==> src/hw/rtl/rational_exponent_power_reduce_assert.svh <==
// Assertion macros shared by the rational exponent power reduction RTL.
// Depends on nothing; files that assert include it by name.
`ifndef RATIONAL_EXPONENT_POWER_REDUCE_ASSERT_SVH
`define RATIONAL_EXPONENT_POWER_REDUCE_ASSERT_SVH

// Clocked assertion with an explicit clock and active low reset.
`define REP_ASSERT(lbl, ck, rst_n, prop, msg) \
	lbl: assert property (@(posedge ck) disable iff (!rst_n) prop) else $error(msg);

// Clocked assertion on the house clock and reset names.
`define REP_ASSERT_STD(lbl, prop, msg) `REP_ASSERT(lbl, clk, arst_n, prop, msg)

`endif

==> src/hw/rtl/rep_pkg.sv <==
// Package for the rational exponent power reduction block: widths, types and helpers.
// Depends on nothing; used by every module of the block.
package rep_pkg;

	localparam int OperandWidth = 16;
	localparam int ProdWidth    = 2 * OperandWidth;
	localparam int NumerWidth   = 32;
	localparam int DenomWidth   = 31;
	localparam int ExtWidth     = (ProdWidth > NumerWidth) ? ProdWidth : NumerWidth;
	localparam int CountWidth   = $clog2(ProdWidth);

	typedef logic [OperandWidth-1:0] opnd_t;
	typedef logic [ProdWidth-1:0]    prod_t;
	typedef logic [ExtWidth-1:0]     ext_t;

	typedef struct packed {
		logic start;
	} unit_ctl_t;

	typedef struct packed {
		logic busy;
		logic done;
	} unit_sts_t;

	function automatic opnd_t mag_of(input opnd_t v);
		opnd_t neg_v;
		neg_v = opnd_t'(~v + opnd_t'(1));
		return v[OperandWidth-1] ? neg_v : v;
	endfunction

endpackage

==> src/hw/rtl/rep_gcd.sv <==
// Iterative binary greatest common divisor unit, one shift or subtract step a cycle.
// Depends on rep_pkg; both operands must be nonzero at start.
module rep_gcd (
	input  logic              clk,
	input  logic              arst_n,
	input  rep_pkg::unit_ctl_t ctl,
	input  rep_pkg::prod_t    a_in,
	input  rep_pkg::prod_t    b_in,
	output rep_pkg::unit_sts_t sts,
	output rep_pkg::prod_t    g
);
	import rep_pkg::*;

	typedef enum logic {ST_IDLE, ST_RUN} gcd_state_t;

	gcd_state_t            state_q;
	prod_t                 a_q;
	prod_t                 b_q;
	logic [CountWidth-1:0] k_q;
	prod_t                 g_q;
	logic                  done_q;

	always_ff @(posedge clk or negedge arst_n) begin
		if (!arst_n) begin
			state_q <= ST_IDLE;
			done_q  <= 1'b0;
		end else begin
			done_q <= 1'b0;
			unique case (state_q)
				ST_IDLE: begin
					if (ctl.start) begin
						a_q     <= a_in;
						b_q     <= b_in;
						k_q     <= '0;
						state_q <= ST_RUN;
					end
				end
				ST_RUN: begin
					if (a_q == b_q) begin
						g_q     <= prod_t'(a_q << k_q);
						done_q  <= 1'b1;
						state_q <= ST_IDLE;
					end else if (!a_q[0] && !b_q[0]) begin
						a_q <= a_q >> 1;
						b_q <= b_q >> 1;
						k_q <= k_q + CountWidth'(1);
					end else if (!a_q[0]) begin
						a_q <= a_q >> 1;
					end else if (!b_q[0]) begin
						b_q <= b_q >> 1;
					end else if (a_q > b_q) begin
						a_q <= prod_t'(a_q - b_q) >> 1;
					end else begin
						b_q <= prod_t'(b_q - a_q) >> 1;
					end
				end
				default: state_q <= ST_IDLE;
			endcase
		end
	end

	assign sts.busy = (state_q != ST_IDLE);
	assign sts.done = done_q;
	assign g        = g_q;

endmodule

==> src/hw/rtl/rep_div.sv <==
// Restoring divider, one quotient bit a cycle, used for both exact divisions.
// Depends on rep_pkg; the divisor must be nonzero at start.
module rep_div (
	input  logic              clk,
	input  logic              arst_n,
	input  rep_pkg::unit_ctl_t ctl,
	input  rep_pkg::prod_t    dividend,
	input  rep_pkg::prod_t    divisor,
	output rep_pkg::unit_sts_t sts,
	output rep_pkg::prod_t    quotient
);
	import rep_pkg::*;

	typedef enum logic {ST_IDLE, ST_RUN} div_state_t;

	div_state_t            state_q;
	prod_t                 rem_q;
	prod_t                 quo_q;
	prod_t                 dvs_q;
	logic [CountWidth-1:0] cnt_q;
	logic                  done_q;
	logic [ProdWidth:0]    shifted;
	logic [ProdWidth:0]    trial;
	logic                  fits;

	assign shifted = {rem_q, quo_q[ProdWidth-1]};
	assign fits    = (shifted >= {1'b0, dvs_q});
	assign trial   = shifted - {1'b0, dvs_q};

	always_ff @(posedge clk or negedge arst_n) begin
		if (!arst_n) begin
			state_q <= ST_IDLE;
			done_q  <= 1'b0;
		end else begin
			done_q <= 1'b0;
			unique case (state_q)
				ST_IDLE: begin
					if (ctl.start) begin
						rem_q   <= '0;
						quo_q   <= dividend;
						dvs_q   <= divisor;
						cnt_q   <= CountWidth'(ProdWidth - 1);
						state_q <= ST_RUN;
					end
				end
				ST_RUN: begin
					rem_q <= fits ? trial[ProdWidth-1:0] : shifted[ProdWidth-1:0];
					quo_q <= {quo_q[ProdWidth-2:0], fits};
					cnt_q <= cnt_q - CountWidth'(1);
					if (cnt_q == '0) begin
						done_q  <= 1'b1;
						state_q <= ST_IDLE;
					end
				end
				default: state_q <= ST_IDLE;
			endcase
		end
	end

	assign sts.busy = (state_q != ST_IDLE);
	assign sts.done = done_q;
	assign quotient = quo_q;

endmodule

==> src/hw/rtl/rational_exponent_power_reduce.sv <==
// Top level of the rational exponent power reduction block: sequencer and shared multiplier.
// Depends on rep_pkg, rep_gcd, rep_div and rational_exponent_power_reduce_assert.svh.
//
// Channel   Direction  Handshake                  Words
// command   in         start high while busy low  base_numer, base_denom, exp_numer, exp_denom
// result    out        done high for one cycle    result_numer, result_denom, zero_denominator
//
// One word is in flight at a time; busy stays high from acceptance until the result is shown.
// A zero product numerator or denominator raises done from ST_CHECK, after ST_MUL_N and
// ST_MUL_D have formed the two products. Otherwise the binary GCD loop runs, and the shared
// restoring divider then performs the two divisions, numerator first and denominator second.
// Reset clears the sequencer and strobes only; the receiver cannot stall results.
`include "rational_exponent_power_reduce_assert.svh"

module rational_exponent_power_reduce (
	input  logic                                 clk,
	input  logic                                 arst_n,
	input  logic                                 start,
	output logic                                 busy,
	input  logic signed [rep_pkg::OperandWidth-1:0] base_numer,
	input  logic signed [rep_pkg::OperandWidth-1:0] base_denom,
	input  logic signed [rep_pkg::OperandWidth-1:0] exp_numer,
	input  logic signed [rep_pkg::OperandWidth-1:0] exp_denom,
	output logic                                 done,
	output logic signed [rep_pkg::NumerWidth-1:0]   result_numer,
	output logic        [rep_pkg::DenomWidth-1:0]   result_denom,
	output logic                                 zero_denominator
);
	import rep_pkg::*;

	typedef enum logic [2:0] {
		ST_IDLE, ST_MUL_N, ST_MUL_D, ST_CHECK, ST_GCD, ST_DIV_N, ST_DIV_D
	} top_state_t;

	top_state_t state_q;
	opnd_t      bn_q;
	opnd_t      bd_q;
	opnd_t      en_q;
	opnd_t      ed_q;
	logic       neg_q;
	prod_t      num_q;
	prod_t      den_q;
	prod_t      g_q;
	prod_t      rn_q;
	unit_ctl_t  gcd_ctl_q;
	unit_ctl_t  div_ctl_q;
	unit_sts_t  gcd_sts;
	unit_sts_t  div_sts;
	prod_t      gcd_g;
	prod_t      div_quo;
	prod_t      div_dividend;
	opnd_t      mul_a;
	opnd_t      mul_b;
	prod_t      prod;
	ext_t       rn_ext;
	ext_t       rn_neg;
	ext_t       rd_ext;

	logic                         done_q;
	logic                         zero_q;
	logic signed [NumerWidth-1:0] numer_q;
	logic        [DenomWidth-1:0] denom_q;

	assign mul_a        = (state_q == ST_MUL_N) ? bn_q : bd_q;
	assign mul_b        = (state_q == ST_MUL_N) ? en_q : ed_q;
	assign prod         = prod_t'(mul_a) * prod_t'(mul_b);
	assign div_dividend = (state_q == ST_DIV_D) ? den_q : num_q;
	assign rn_ext       = ext_t'(rn_q);
	assign rn_neg       = ext_t'(~rn_ext + ext_t'(1));
	assign rd_ext       = ext_t'(div_quo);

	rep_gcd u_gcd (
		.clk    (clk),
		.arst_n (arst_n),
		.ctl    (gcd_ctl_q),
		.a_in   (num_q),
		.b_in   (den_q),
		.sts    (gcd_sts),
		.g      (gcd_g)
	);

	rep_div u_div (
		.clk      (clk),
		.arst_n   (arst_n),
		.ctl      (div_ctl_q),
		.dividend (div_dividend),
		.divisor  (g_q),
		.sts      (div_sts),
		.quotient (div_quo)
	);

	always_ff @(posedge clk or negedge arst_n) begin
		if (!arst_n) begin
			state_q   <= ST_IDLE;
			done_q    <= 1'b0;
			gcd_ctl_q <= '0;
			div_ctl_q <= '0;
		end else begin
			done_q    <= 1'b0;
			gcd_ctl_q <= '0;
			div_ctl_q <= '0;
			unique case (state_q)
				ST_IDLE: begin
					if (start) begin
						bn_q    <= mag_of(opnd_t'(base_numer));
						bd_q    <= mag_of(opnd_t'(base_denom));
						en_q    <= mag_of(opnd_t'(exp_numer));
						ed_q    <= mag_of(opnd_t'(exp_denom));
						neg_q   <= base_numer[OperandWidth-1] ^ base_denom[OperandWidth-1] ^
							exp_numer[OperandWidth-1] ^ exp_denom[OperandWidth-1];
						state_q <= ST_MUL_N;
					end
				end
				ST_MUL_N: begin
					num_q   <= prod;
					state_q <= ST_MUL_D;
				end
				ST_MUL_D: begin
					den_q   <= prod;
					state_q <= ST_CHECK;
				end
				ST_CHECK: begin
					if (den_q == '0) begin
						numer_q <= '0;
						denom_q <= '0;
						zero_q  <= 1'b1;
						done_q  <= 1'b1;
						state_q <= ST_IDLE;
					end else if (num_q == '0) begin
						numer_q <= '0;
						denom_q <= DenomWidth'(1);
						zero_q  <= 1'b0;
						done_q  <= 1'b1;
						state_q <= ST_IDLE;
					end else begin
						gcd_ctl_q.start <= 1'b1;
						state_q         <= ST_GCD;
					end
				end
				ST_GCD: begin
					if (gcd_sts.done) begin
						g_q             <= gcd_g;
						div_ctl_q.start <= 1'b1;
						state_q         <= ST_DIV_N;
					end
				end
				ST_DIV_N: begin
					if (div_sts.done) begin
						rn_q            <= div_quo;
						div_ctl_q.start <= 1'b1;
						state_q         <= ST_DIV_D;
					end
				end
				ST_DIV_D: begin
					if (div_sts.done) begin
						numer_q <= neg_q ? rn_neg[NumerWidth-1:0] : rn_ext[NumerWidth-1:0];
						denom_q <= rd_ext[DenomWidth-1:0];
						zero_q  <= 1'b0;
						done_q  <= 1'b1;
						state_q <= ST_IDLE;
					end
				end
				default: state_q <= ST_IDLE;
			endcase
		end
	end

	assign busy             = (state_q != ST_IDLE);
	assign done             = done_q;
	assign result_numer     = numer_q;
	assign result_denom     = denom_q;
	assign zero_denominator = zero_q;

	`REP_ASSERT_STD(a_done_after_busy, done |-> $past(busy), "Result shown without a word in flight")
	`REP_ASSERT_STD(a_accept_sets_busy, (start && !busy) |=> busy, "Accepted word did not raise busy")
	`REP_ASSERT_STD(a_error_zero, (done && zero_denominator) |-> (result_numer == 0 && result_denom == 0), "Error result is not 0/0")
	`REP_ASSERT_STD(a_denom_nonzero, (done && !zero_denominator) |-> (result_denom != 0), "Valid result has zero denominator")
	`REP_ASSERT_STD(a_units_idle, !busy |-> (!gcd_sts.busy && !div_sts.busy), "Shared unit busy while sequencer idle")

endmodule

==> config.mk <==
export PLATFORM = sky130hd
export DESIGN_NAME = rational_exponent_power_reduce
export DESIGN_NICKNAME = d
export VERILOG_FILES = /design/src/hw/rtl/rep_pkg.sv /design/src/hw/rtl/rep_gcd.sv /design/src/hw/rtl/rep_div.sv /design/src/hw/rtl/rational_exponent_power_reduce.sv
export VERILOG_INCLUDE_DIRS = /design/src /design/src/hw/rtl
export SDC_FILE = /design/constraint.sdc
export NUM_CORES = 2
export LEC_CHECK = 0
export BUFFER_PORTS_ARGS = -buffer_cell sky130_fd_sc_hd__buf_4
export CAP_MARGIN = 20
export CORE_UTILIZATION = 35
export DETAILED_ROUTE_END_ITERATION = 12
export GPL_TIMING_DRIVEN = 0
export PLACE_DENSITY_LB_ADDON = 0.3
export SYNTH_ARGS = -nofsm -noshare
export SYNTH_HDL_FRONTEND = slang
export SYNTH_HIERARCHICAL = 1
export SYNTH_SLANG_ARGS = --single-unit
==> constraint.sdc <==
create_clock -name clk -period 6.7 [get_ports clk]
set_input_delay 1.34 -clock clk [delete_from_list [all_inputs] [get_ports clk]]
set_output_delay 1.34 -clock clk [all_outputs]
set_load 0.02 [all_outputs]
==> impl_metrics.env <==
export IMPL_ant_nets=0
export IMPL_fmax_ghz=0.1423
export IMPL_seq_power_share_pct=30.6
export IMPL_drv_cap=0
export IMPL_drcViolationCount=0
export IMPL_finalSetupViolations=26
export IMPL_die_h_um=320.9
export IMPL_routedWlPerCell_um=21.66
export IMPL_yosys_warnings=6
export IMPL_period_share_pct=104.9
export IMPL_post_route_min_period_ns=7.026
export IMPL_worst_setup_path_end_kind="register"
export IMPL_area_growth_pct=22.26
export IMPL_synth_nets=4013
export IMPL_drt_iter0_drc=2759
export IMPL_die_x_um=320.9
export IMPL_wirelength_mm=115.0
export IMPL_gr_total_overflow=0
export IMPL_final_hold_viol_count=0
export IMPL_crit_fanout=5
export IMPL_clockRootBuffer="clkbuf_16"
export IMPL_grt_pass1_vias=27775
export IMPL_grt_pass1_wl_mm=170.3
export IMPL_p_per_area_mw_per_mm2=295.4
export IMPL_drt_first_pass_iters=5
export IMPL_power_frac_comb_pct=45.9
export IMPL_syn_area_per_cell_um2=10.05
export IMPL_intPower_uw=7506
export IMPL_rsz0062_at_grt="yes"
export IMPL_critPathArrivalTime_ns=7.40
export IMPL_clock_path_buffers=3
export IMPL_tightestPinTransition_ns=1.115
export IMPL_instances_no_fill=5310
export IMPL_post_place_ws_ns=-1.947
export IMPL_leakage_uw=0.01784
export IMPL_cp_start_kind="register"
export IMPL_switching_share_pct=41.61
export IMPL_path_clk_slew_ns=0.06
export IMPL_timing_final_ws_setup_ns=-0.3258
export IMPL_dp_cells=5049
export IMPL_cts_tree="yes"
export IMPL_nFillCells=9622
export IMPL_violations="setup timing"
export IMPL_clkPwrFrac_pct=23.5
export IMPL_num_rows=116
export IMPL_multiInputGateArea_mm2=0.02066
export IMPL_cts_sinks=469
export IMPL_die_area_mm2=0.1030
export IMPL_slew_headroom_pct=25.01
export IMPL_regArea_mm2=0.01403
export IMPL_dpl_cell_area_mm2=0.03871
export IMPL_antenna_found_initial=5
export IMPL_design_area_mm2=0.04351
export IMPL_vias=28486
export IMPL_clk_latency_ns=0.67
export IMPL_min_path_type="reg -> reg"
export IMPL_gp_congestion=0.9686
export IMPL_h_tree_depth=2
export IMPL_crit_type="reg -> reg"
export IMPL_start_util_pct=35.44
export IMPL_fin_worst_skew_ns=0.03346
export IMPL_dp_hpwl_mm=87.75
export IMPL_ir_drop_v=0.0002323
export IMPL_slew_viol_final=0
export IMPL_switchingPower_uw=5350
export IMPL_netlist_area_mm2=0.03559
export IMPL_status="finished with violations"
export IMPL_grt_usage_pct=21.77
export IMPL_crit_required_ns=7.07
export IMPL_synth_cells=3541
export IMPL_vias_per_cell=5.365
export IMPL_p_total_uw=12860
export IMPL_io_buffer_count=128
export IMPL_drive_gt1_share_pct=19.56
export IMPL_grt_max_degree=43
export IMPL_numCtsBuffers=54
export IMPL_io_pins=133
export IMPL_setup_tns_ns=-3.799
export IMPL_core_area_mm2=0.1004
export IMPL_nets=4381
## worst paths after layout
kind	start	end	slack, ns	cells after the start
max in group asynchronous	arst_n	state_q[0]	5.94	1
setup / recovery	state_q[1]	num_q[30]	-0.33	27
min in group asynchronous	arst_n	u_gcd/state_q	0.53	1
setup reg to reg	state_q[1]	num_q[30]	-0.33	27
hold reg to reg	g_q[9]	u_div/dvs_q[9]	0.41	0
hold / removal	g_q[9]	u_div/dvs_q[9]	0.41	0
## state kept, by name (all words and copies together) (netlist names), 32 cells and up
signal          count
u_gcd/a_q          32
u_gcd/g            32
u_div/rem_q        32
num_q              32
u_div/quotient     32
result_numer       32
u_gcd/b_q          32
rn_ext             32
u_div/dvs_q        32
g_q                32
den_q              32
## power groups by stage
stage                     logic (µW)  registers, µW  clock network, µW
final                           5900           3930               3030
after global routing            6330           3940               3180
after CTS                       5740           3920               3090
after detailed placement        5710           3980                  0
after global placement          5660           3990                  0
after floorplan                 4130           3820                  0
## through the flow
step                hold WS, ns  util [%]
CTS                      0.4105     42.72
floorplan                0.4003         -
finish                   0.4094     43.32
global route             0.4080     43.32
global placement         0.4010     38.20
detailed placement       0.4045     38.54
## critical path, cell delays in order (launching register included)
cell and delay, ns:
dfrtp_1 0.39, nand2b_4 0.16, nor2_4 0.10, buf_12 0.16
buf_12 0.13, buf_16 0.12, buf_12 0.12, buf_4 0.12
mux2i_4 0.24, buf_12 0.14, buf_12 0.11, nor2_1 0.06
fa_1 0.57, fa_1 0.45, fa_1 0.52, fa_1 0.43
fa_1 0.50, inv_1 0.06, fa_1 0.55, inv_2 0.05
ha_4 0.23, buf_4 0.15, a21oi_4 0.14, o221ai_2 0.14
a221oi_4 0.37, o21ai_2 0.11, o21ai_1 0.15, or3b_4 0.43
## cells in the final DEF, fill, tap and decap left out, types with 22 or more instances in the layout
| cell type | count |
|---|---|
| edfxtp_1 | 459 |
| nand2_1 | 427 |
| inv_1 | 381 |
| nor2_1 | 334 |
| buf_4 | 269 |
| a21oi_1 | 194 |
| fa_1 | 189 |
| ha_1 | 187 |
| o21ai_0 | 111 |
| xnor2_1 | 110 |
| clkbuf_1 | 84 |
| xor2_1 | 72 |
| mux2i_1 | 65 |
| clkbuf_16 | 56 |
| mux2_2 | 55 |
| nand3_1 | 49 |
| a21o_1 | 41 |
| and2_1 | 40 |
| nor3_1 | 37 |
| buf_6 | 36 |
| nand4_1 | 29 |
| buf_12 | 27 |
| o31ai_1 | 27 |
| buf_2 | 27 |
| mux2i_4 | 26 |
| nand2b_1 | 26 |
| o22a_1 | 25 |
| o21a_1 | 24 |
| o22ai_1 | 22 |
## repair_timing
action	4_1_cts	5_1_grt
pin swaps	90	55
hold buffers	0	0
endpoints found under the setup margin	48	38
buffers inserted	122	41
gates cloned	4	0
gates resized for setup	265	80
## cell type report
cell class / instances / share of cell area [%]
antenna: 1 / 0.005751
multi-input combinational: 2517 / 47.48
timing repair buffer: 315 / 6.447
sequential: 469 / 32.25
clock buffer: 65 / 3.200
clock inverter: 34 / 0.9662
buffer: 150 / 2.274
inverter: 402 / 3.468
tap: 1357 / 3.902
## routing by layer
layer  track usage (%)  share of wire, %  up-vias
li1                  -                 -    12996
met1             30.14                43    14213
met2             34.20                45     1061
met3             4.370               8.1      214
met4             6.698               3.1        2
met5                 0             0.011        -
Note: power is estimated with default switching activity, not from simulation.
